## config.mk

```make
export PLATFORM = sky130hd
export DESIGN_NAME = qnlerp_ctrl
export DESIGN_NICKNAME = d
export VERILOG_FILES = /design/src/sv/qnlerp_pkg.sv /design/src/sv/qnlerp_ctrl.sv
export SDC_FILE = /design/constraint.sdc
export NUM_CORES = 1
export LEC_CHECK = 0
export BUFFER_PORTS_ARGS = -buffer_cell sky130_fd_sc_hd__buf_2
export CAP_MARGIN = 20
export CORE_MARGIN = 2
export CORE_UTILIZATION = 25
export CTS_BUF_LIST = sky130_fd_sc_hd__clkbuf_4
export CTS_CLUSTER_DIAMETER = 150
export DETAILED_ROUTE_END_ITERATION = 12
export HOLD_SLACK_MARGIN = 0.03
export PLACE_DENSITY = 0.51
export REMOVE_ABC_BUFFERS = 1
export SLEW_MARGIN = 40
export SYNTH_ARGS = -nofsm -noshare
export SYNTH_HDL_FRONTEND = slang
export SYNTH_SLANG_ARGS = --single-unit
```

## constraint.sdc

```tcl
create_clock -name clk -period 3.1 [get_ports clk]
set_input_delay 0.31 -clock clk [delete_from_list [all_inputs] [get_ports clk]]
set_output_delay 0.31 -clock clk [all_outputs]
set_load 0.1 [all_outputs]
```

## src/sv/qnlerp_pkg.sv

```systemverilog
// Package: shared constants, state and operation types and the rounding helper for the quaternion nlerp core.
`timescale 1ns / 1ps
`default_nettype none
package qnlerp_pkg;

  localparam int COMPONENT_BITS_DEF   = 16;
  localparam int WEIGHT_FRAC_BITS_DEF = 16;
  localparam int FRAC                 = 28;
  // Internal word: Q4.28 values plus headroom for intermediate terms
  localparam int IW                   = 36;

  localparam logic signed [IW-1:0] K_C0 = IW'(274189376);
  localparam logic signed [IW-1:0] K_C1 = IW'(257447312);
  localparam logic signed [IW-1:0] K_C2 = IW'(142946176);
  localparam logic signed [IW-1:0] K_T1 = IW'(245675344);
  localparam logic signed [IW-1:0] K_T2 = IW'(175052048);

  // Controller states
  typedef enum logic [3:0] {
    S_IDLE, S_LERP, S_SUM, S_EST1, S_SQ, S_MV, S_TERM, S_MUL, S_SCALE, S_DONE
  } state_t;

  // Datapath operations issued by the controller
  typedef enum logic [3:0] {
    OP_NONE, OP_LOAD, OP_LERP, OP_SUM, OP_EST1, OP_SQ, OP_MV, OP_TERM, OP_MUL, OP_SCALE
  } op_t;

  typedef struct packed {
    op_t        op;
    logic [1:0] lane;
  } dp_cmd_t;

  typedef struct packed {
    logic le_t1;
    logic le_t2;
  } dp_stat_t;

  // Round half up a 72-bit product by FRAC bits, keep IW bits
  function automatic logic signed [IW-1:0] rnd28(input logic signed [71:0] p);
    logic signed [71:0] s;
    begin
      s = (p + 72'sd134217728) >>> FRAC;
      rnd28 = s[IW-1:0];
    end
  endfunction

endpackage
`default_nettype wire

```

## src/sv/qnlerp_ctrl.sv

```systemverilog
// Controller: sequences the datapath through load, lerp, sum, estimate, Newton refinement and scale.
`timescale 1ns / 1ps
`default_nettype none
module qnlerp_ctrl (
  input  wire                  clk,
  input  wire                  rst,
  input  wire                  start,
  input  qnlerp_pkg::dp_stat_t stat,
  output logic                 busy,
  output logic                 done,
  output logic [1:0]           refine_steps,
  output qnlerp_pkg::dp_cmd_t  cmd
);
  import qnlerp_pkg::*;

  state_t     state, state_next;
  logic [1:0] lane, lane_next;
  logic [1:0] pass, pass_next;

  always_ff @(posedge clk) begin
    if (rst) begin
      state <= S_IDLE;
      lane  <= '0;
      pass  <= '0;
    end else begin
      state <= state_next;
      lane  <= lane_next;
      pass  <= pass_next;
    end
  end

  // Next state
  always_comb begin
    state_next = state;
    lane_next  = lane;
    pass_next  = pass;
    unique case (state)
      S_IDLE: if (start) begin state_next = S_LERP; lane_next = '0; end
      S_LERP: begin
        lane_next = lane + 2'd1;
        if (lane == 2'd3) state_next = S_SUM;
      end
      S_SUM: begin
        lane_next = lane + 2'd1;
        if (lane == 2'd3) state_next = S_EST1;
      end
      S_EST1: begin
        pass_next = 2'd1;
        state_next = stat.le_t1 ? S_SQ : S_SCALE;
        lane_next = '0;
      end
      S_SQ:   state_next = S_MV;
      S_MV:   state_next = S_TERM;
      S_TERM: state_next = S_MUL;
      S_MUL: begin
        pass_next = pass + 2'd1;
        lane_next = '0;
        state_next = (pass == 2'd1 && stat.le_t2) ? S_SQ : S_SCALE;
      end
      S_SCALE: begin
        lane_next = lane + 2'd1;
        if (lane == 2'd3) state_next = S_DONE;
      end
      S_DONE:  state_next = S_IDLE;
      default: state_next = S_IDLE;
    endcase
  end

  // Outputs
  always_comb begin
    cmd.lane = lane;
    cmd.op   = OP_NONE;
    busy     = (state != S_IDLE);
    done     = (state == S_DONE);
    unique case (state)
      S_IDLE:  cmd.op = start ? OP_LOAD : OP_NONE;
      S_LERP:  cmd.op = OP_LERP;
      S_SUM:   cmd.op = OP_SUM;
      S_EST1:  cmd.op = OP_EST1;
      S_SQ:    cmd.op = OP_SQ;
      S_MV:    cmd.op = OP_MV;
      S_TERM:  cmd.op = OP_TERM;
      S_MUL:   cmd.op = OP_MUL;
      S_SCALE: cmd.op = OP_SCALE;
      default: cmd.op = OP_NONE;
    endcase
  end

  assign refine_steps = pass;
endmodule
`default_nettype wire
```

# Word-level counts from Yosys, hierarchy flattened
# Cells that the tools add are included.
# totals
register_bits	8
word_cells	41
output_inout_bits	10
in_bits	5
# classes
n_addsub	2
n_eq_ne	15
n_reduce_logical	9
n_mux	12
# ops
operator	n
4-bit case mux with 9 select lines	2
4-bit 2-to-1 mux	6
4-bit by 3-bit equality test with 1-bit output (second input constant)	4
4-bit by 2-bit equality test with 1-bit output (second input constant)	2
4-bit equality test (second input constant)	2
2-bit inequality test (second input constant)	4
2-bit case mux with 3 select lines	1
2-bit by 1-bit adder with 2-bit output (second input constant)	2
4-bit by 1-bit equality test with 1-bit output (second input constant)	1
4-bit logical NOT	1
2-bit case mux with 2 select lines	1
4-bit AND reduction	1
4-bit nonzero test	1
3-bit nonzero test	1
3-bit OR reduction	1
2-bit by 1-bit equality test with 1-bit output (second input constant)	1
2-bit equality test (second input constant)	1
2-bit 2-to-1 mux	1
2-bit AND reduction	1
2-bit nonzero test	1
2-bit OR reduction	1
1-bit logical AND	1
1-bit 2-to-1 mux	1

# Logic depth before layout (Yosys ltp)
# Gate-level depths: netlist of run 1.
# depth
word_depth	4
ltp_mapped	5
ltp_nobuf	5

# Least setup slack after synthesis of run 1
# Ideal clock, no wire load.
# synth_timing
path_type	register to output
start	reg state[2]
end	out cmd[2] (netlist bit)
n_path_buf	2
path_stages_with_launch	5
arrival_time_ns	2.855
t_required_ns	2.790
setup_slack_ns	-0.065
cell_sequence	dfxtp_1 -> clkbuf_1 -> buf_2 -> nor4_1 -> nor3_1
# synth_lines
element	line_no	rtl
start: declaration	qnlerp_ctrl.sv:16	state_t state, state_next;
start signal: assignment	qnlerp_ctrl.sv:26	state <= state_next;
end: declaration	qnlerp_ctrl.sv:12	output qnlerp_pkg::dp_cmd_t cmd

==> metrics.sh, run 1 <==
AVGVIACOUNTPERCELL=4.86
REMAINING_DRC_ERRORS=0
TIMING_MAX_TRANSITION_VIOLATIONS_FINAL=0
SYNTH.LIB_CELLS_USED.DISTINCT=27
MULTI_INPUT_AREA_UM2=314
YS_SEQ_ELEMENTS=8
P_LEAK_nW=0.271
PATH_CLK_SLEW_NS=0.06
WORSTSETUPSTARTPOINTTYPE='register'
MAX_H_TREE_LEVEL=1
SYNTH.TOP_CELLS.BY_COUNT='sky130_fd_sc_hd__dfxtp_1, sky130_fd_sc_hd__nor2_1, sky130_fd_sc_hd__o21ai_0'
HOLD_WS_NS=0.333
LAYOUT-DRIVE-GT1-SHARE_PCT=23.1
CP_CELL_SEQUENCE='nand2_1 > nor2_1 > nand2_1 > nand2_1 > buf_2'
CTS_HOLD_BUFFERS=0
FINALWEIGHTEDCONGESTION=0.690
HOLD_END='state[0]$_SDFFE_PP0P_'
REPORT.POWER.TOTAL_W=0.000250
DRT_WL_TOTAL_MM=1.16
CAP_VIOLATIONS=0
IOPINCOUNT=15
SETUP.WORST_PATH.END_CLASS='primary output'
TIMING.SETUP.CRITICAL_PATH_CLASS='reg2out'
STATUS='finished, final reports clean'
SYN_AREA_UM2=527
SYN_AREA_PER_CELL_UM2=7.63
SYNTH_TOP_FLOP_CELL='sky130_fd_sc_hd__dfxtp_1'
DIE-HEIGHT_UM=49.9
ANTENNA_VIOL_NETS_FINAL=0
CLOCK_TREE_ROOT_BUFFER_CELL='sky130_fd_sc_hd__clkbuf_4'
POST-ROUTE-MIN-PERIOD_NS=2.16
START_UTIL_PCT=26.6
RR_ENDPOINT='lane[0]$_SDFFE_PP0P_'
CRITICAL_PATH.REG2REG.STARTPOINT='state[3]$_SDFFE_PP0P_'
MAXIMUM_BUFFER_DEPTH_OF_THE_CLOCK_TREE=2
NUMBER_OF_ENABLE_TYPE_REGISTER_CELLS_IN_THE_SYNTHESIZED_NETLIST=0
FILLERINSTANCES=225
HOLD_PATH.STARTPOINT='rst'
YS_WARN_COUNT=0
FIRST_PASS_GRT_WIRE_LENGTH_MM=2.05
WORST_PATH_MAX_DELAY_CELL='sky130_fd_sc_hd__dfxtp_1'
R2R_SLACK_NS=1.60
PRE_CTS_SLACK_NS=1.21
GRT_SETUP_UNREPAIRED='no'
AREA_GROWTH_SYN_TO_LAYOUT_PCT=15.4
GRT_MAX_DEGREE=19
POST-ROUTE-PERIOD-UTIL_PCT=69.8
POSTLAYOUTCOREUTIL_PCT=30.7
MIN_DELAY_PATH_DEPTH=2
POST_SYNTH_MAIN_AREA_CONTRIBUTORS='sky130_fd_sc_hd__dfxtp_1, sky130_fd_sc_hd__o21ai_0, sky130_fd_sc_hd__nor2_1'
CRITICAL_PATH_BUF_INV_COUNT=1
CLK_LATENCY_NS=0.25
PLACE.DETAILED.HPWL_UM=887
GRT-OVFL-TOTAL=0
WORST_EP_ARRIVAL_TIME_NS=1.85
CP_COMMON_CELL='sky130_fd_sc_hd__nand2_1'
SYNTH_SEQUENTIAL_AREA_RATIO_PCT=30.4
POSTCTSSETUPBUFFERS=0
REG2REGPATHDEPTH=3
FLOORPLAN.ROWS=16
WORST_SLEW_MARGIN_REL_PCT=62.7
IR_WORST_VDD_V=0.000196
FF_LATCH_AREA_UM2=160
DRT_FIRST_ITER_VIOLATIONS=8
ANTENNA_VIOLATIONS_BEFORE_REPAIR=0
DIE-AREA_UM2=2490
GRT_USAGE_PCT=10.9
NETLIST.TOP_CELL.BY_AREA='sky130_fd_sc_hd__dfxtp_1'
CP_TOP_FAMILY='simple AND/OR/NAND/NOR gates'
POST-ROUTE-WORST-SETUP-SLACK_NS=0.936
POST-SYNTH-TOP-AREA-FRACTION_PCT=30.4
CELLPOWERDENSITY_nW_PER_UM2=411
CRITPATHMAXSTAGEDELAY_NS=0.56
TNS_NS=0
CTS_TREE='yes'
CLOCK_SINKS=8
FINALHOLDVIOLCOUNT=0
FIN_SKEW_NS=0.00659
CTS_BUF_COUNT=3
SYNTHCELLS=69
CRITICAL_PATH_PEAK_FANOUT=14
TIGHTEST_SLEW_NS=0.559
TIMING.CRITICAL_PATH.REQUIRED_NS=2.79
FINAL_NET_COUNT=87
GRT_PASS1_VIAS=500
YS_ASYNC_SR_FRACTION_PCT=0
PLACEMENT.IO_BUFFERS=14
POST_DRT_WL_PER_CELL_UM=11.1
HOLDCRITPATHCLASS='in2reg'
CTS-RESIZED-GATES=0
DETAILROUTE.VIA_COUNT=510
DETAIL_ROUTE.FIRST_PASS.ITERATIONS=2
CHIPWIDTH_UM=49.9
CLOCK.FMAX_GHz=0.462
SETUP_VIOL=0
CORE-AREA_UM2=1980
NUM_ANTENNA_CELLS=0
## cell usage in the layout, fill, tap and decap left out
master                      Yosys  final
sky130_fd_sc_hd__buf_2          3     14
sky130_fd_sc_hd__nor2_1         8      8
sky130_fd_sc_hd__dfxtp_1        8      8
sky130_fd_sc_hd__o21ai_0        6      6
sky130_fd_sc_hd__nand2_1        5      5
sky130_fd_sc_hd__a21oi_1        4      4
sky130_fd_sc_hd__nand2b_1       3      3
sky130_fd_sc_hd__nor3_1         3      3
sky130_fd_sc_hd__clkbuf_4       0      3
sky130_fd_sc_hd__nand3b_1       2      2
sky130_fd_sc_hd__xor2_1         2      2
sky130_fd_sc_hd__and3_1         2      2
sky130_fd_sc_hd__inv_1          2      2
sky130_fd_sc_hd__o32a_1         2      2
sky130_fd_sc_hd__a211oi_1       2      2
sky130_fd_sc_hd__a31oi_1        2      2
sky130_fd_sc_hd__ha_1           2      2
sky130_fd_sc_hd__nor4_1         1      1
sky130_fd_sc_hd__nor2b_1        1      1
sky130_fd_sc_hd__a21boi_0       1      1
sky130_fd_sc_hd__or4_1          1      1
sky130_fd_sc_hd__a22o_1         1      1
sky130_fd_sc_hd__a2111oi_0      1      1
sky130_fd_sc_hd__mux2_2         1      1
sky130_fd_sc_hd__o21bai_1       1      1
## per-stage QoR
step                      std cells  area [um2]
after floorplan                  61         482
after global placement          102         586
after detailed placement        102         586
after CTS                       105         608
after global routing            105         608
final                           105         608
## metal layers
layer	vias up	track usage, %	share of wire, %
met2	11	17.6	48
met3	0	5.76	5.1
met5	-	0	0
li1	266	-	-
met1	233	12.8	46
met4	0	1.85	0
## power by group
part | leakage, nW | switching (W) | internal [W] | total (W)
Clock | 0.0138 | 0.0000334 | 0.0000442 | 0.0000776
Combinational | 0.192 | 0.0000476 | 0.0000139 | 0.0000615
Sequential | 0.0649 | 0.00000514 | 0.000106 | 0.000111
## sequential cells by signal (all words and copies together), names as in the netlist
| name | flops |
|---|---|
| lane | 2 |
| refine_steps | 2 |
| state | 4 |
## logic make-up after synthesis
kind of cell	after synthesis	synth area share, %
AND/OR/NAND/NOR	26	24.7
AO/OA/AOI/OAI	20	24.7
buffers and inverters	10	9.98
flip-flops	8	30.4
XOR/XNOR	2	3.33
adder cells (fa/ha/maj)	2	4.75
multiplexers	1	2.14
## area by class of cell
| type | instances | area share [%] |
|---|---|---|
| inverters | 2 | 1.23 |
| repair buffers | 14 | 11.5 |
| clock buffers | 3 | 3.70 |
| flip-flops and latches | 8 | 26.3 |
| multi-input cells | 51 | 51.6 |
| well taps | 27 | 5.56 |
## worst max path at each step
stage | startpoint | end | slack [ns] | cells past startpoint
finish | state[0]$_SDFFE_PP0P_ | cmd[5] | 0.94 | 5
global route | state[0]$_SDFFE_PP0P_ | cmd[5] | 0.76 | 5
CTS | state[0]$_SDFFE_PP0P_ | cmd[5] | 0.93 | 5
detailed placement | state[0]$_SDFFE_PP0P_ | cmd[5] | 1.21 | 5
global placement | state[0]$_SDFFE_PP0P_ | cmd[5] | 1.26 | 5
floorplan | state[2]$_SDFFE_PP0P_ | cmd[2] | 0.06 | 2
Power figures use the tool's default switching activity.
==> inputs of run 2 (changes only) <==
clock period = 2.1 ns   (was 3.1 ns; I/O delays follow)
==> metrics.sh, run 2 (synthesis results as in run 1) <==
STATUS='finished, final reports clean'
FINALHOLDVIOLCOUNT=0
POSTCTSSETUPBUFFERS=0
DETAILROUTE.VIA_COUNT=516
MAXIMUM_BUFFER_DEPTH_OF_THE_CLOCK_TREE=2
CTS_TREE='yes'
PATH_CLK_SLEW_NS=0.05
TIGHTEST_SLEW_NS=0.542
REG2REGPATHDEPTH=4
REGMOSTFLOPS='state'
FINAL_NET_COUNT=89
GRT_MAX_DEGREE=19
CRITPATHMAXSTAGEDELAY_NS=0.65
DRT_WL_TOTAL_MM=1.18
CP_TOP_FAMILY='flip-flops'
CLOCK_TREE_ROOT_BUFFER_CELL='sky130_fd_sc_hd__clkbuf_4'
FINALWEIGHTEDCONGESTION=0.640
AREA_GROWTH_SYN_TO_LAYOUT_PCT=18.3
DIE-HEIGHT_UM=49.9
AVGVIACOUNTPERCELL=4.82
GRTUSAGEMET1_PCT=14.4
POSTLAYOUTCOREUTIL_PCT=31.4
WORST-PATH-STAGES=3
CORE-AREA_UM2=1980
WORST_PATH_MAX_DELAY_CELL='sky130_fd_sc_hd__dfxtp_1'
CTS_HOLD_BUFFERS=0
FF_LATCH_AREA_UM2=160
MOST_FREQUENT_CELLS_IN_THE_LAYOUT='sky130_fd_sc_hd__buf_2, sky130_fd_sc_hd__nor2_1, sky130_fd_sc_hd__dfxtp_1'
WORST_EP_ARRIVAL_TIME_NS=1.65
TIMING.SETUP.CRITICAL_PATH_CLASS='reg2out'
LAYOUT-DRIVE-GT1-SHARE_PCT=25.0
IOPINCOUNT=15
CLK_LATENCY_NS=0.25
NUM_ANTENNA_CELLS=0
CHIPWIDTH_UM=49.9
CTS_BUF_COUNT=3
FILLERINSTANCES=224
GRT_PASS1_VIAS=450
GLOBALROUTE.BUSIESTLAYER='met2'
WORST_SLEW_MARGIN_REL_PCT=63.8
TIMING_MAX_TRANSITION_VIOLATIONS_FINAL=0
CLOCK.FMAX_GHz=0.537
SETUP.WORST_PATH.END_CLASS='primary output'
SETUP_VIOL=0
GRT_SETUP_UNREPAIRED='no'
MAX_H_TREE_LEVEL=1
MULTI_INPUT_AREA_UM2=314
PRE_CTS_SLACK_NS=0.514
POST-ROUTE-PERIOD-UTIL_PCT=88.7
IR_WORST_VDD_V=0.000309
START_UTIL_PCT=26.6
CRITICAL_PATH_BUF_INV_COUNT=1
DETAIL_ROUTE.FIRST_PASS.ITERATIONS=4
FIRST_PASS_GRT_WIRE_LENGTH_MM=2.04
HOLDCRITPATHCLASS='in2reg'
CAP_VIOLATIONS=0
GRT_USAGE_PCT=10.9
REMAINING_DRC_ERRORS=0
PLACEMENT.IO_BUFFERS=14
LAYOUT.CELLS.NON_FILLER=107
CRITICAL_PATH_PEAK_FANOUT=17
PLACE.DETAILED.HPWL_UM=823
CLOCK_SINKS=8
PLACE_INST=104
CTS-RESIZED-GATES=0
POST_DRT_WL_PER_CELL_UM=11.1
CP_CELL_SEQUENCE='nor4_1 > nor3_1 > buf_2'
GLOBALROUTEMET3UTIL_PCT=5.45
FLOORPLAN.ROWS=16
FIN_SKEW_NS=0.00328
POST-ROUTE-WORST-SETUP-SLACK_NS=0.237
POST-ROUTE-MIN-PERIOD_NS=1.86
MOST_COMMON_CELL_AFTER_LAYOUT_FILL_AND_TAPS_ASIDE='sky130_fd_sc_hd__buf_2'
GRT-OVFL-TOTAL=0
MIN_DELAY_PATH_DEPTH=2
WORSTSETUPSTARTPOINTTYPE='register'
DIE-AREA_UM2=2490
P_LEAK_nW=0.282
DRT_FIRST_ITER_VIOLATIONS=7
ANTENNA_VIOL_NETS_FINAL=0
ANTENNA_VIOLATIONS_BEFORE_REPAIR=0
CELLPOWERDENSITY_nW_PER_UM2=600
TIMING.CRITICAL_PATH.REQUIRED_NS=1.89
LARGEST_REGISTER_FF_COUNT=4
GROUTE.LAYER.MET2.USAGE_PCT=14.9
## run 2: worst paths after layout
kind	startpoint	endpoint	slack [ns]
min reg2reg	refine_steps[1]$_SDFFE_PP0P_	refine_steps[1]$_SDFFE_PP0P_	0.49
min	rst	state[3]$_SDFFE_PP0P_	0.24
max	state[2]$_SDFFE_PP0P_	cmd[2]	0.24
max reg2reg	state[3]$_SDFFE_PP0P_	state[0]$_SDFFE_PP0P_	0.61
## run 2: layout make-up
| type | count | area share, % |
|---|---|---|
| timing repair buffer | 16 | 13.7 |
| clock buffer | 3 | 3.61 |
| sequential | 8 | 25.7 |
| inverter | 2 | 1.20 |
| multi-input combinational | 51 | 50.4 |
| tap | 27 | 5.42 |
## run 2: worst register-to-register path, stage by stage (launching register included)
cell	delay (ns)
sky130_fd_sc_hd__dfxtp_1	0.66
sky130_fd_sc_hd__nor2_1	0.08
sky130_fd_sc_hd__o32a_1	0.30
sky130_fd_sc_hd__o32a_1	0.17
sky130_fd_sc_hd__a211oi_1	0.20
## run 2: per-stage QoR
stage | instance area [um2] | hold slack [ns] | power (W) | setup TNS [ns]
after floorplan | 482 | 0.279 | 0.000240 | -1.22
after global placement | 601 | 0.488 | 0.000261 | 0
after detailed placement | 601 | 0.482 | 0.000261 | 0
after CTS | 623 | 0.232 | 0.000383 | 0
after global routing | 623 | 0.236 | 0.000395 | 0
final | 623 | 0.244 | 0.000374 | 0
## run 2: metal layers
metal  vias to the layer above  share of wire [%]
met5                         -                  0
met4                         0                1.4
met3                         2                6.2
met2                        12                 42
met1                       235                 50
li1                        267                  -
## run 2: report_power, final
| part | internal [W] | switching [W] |
|---|---|---|
| Combinational | 0.0000228 | 0.0000762 |
| Sequential | 0.000156 | 0.00000267 |
| Clock | 0.0000653 | 0.0000506 |
| Total | 0.000244 | 0.000129 |
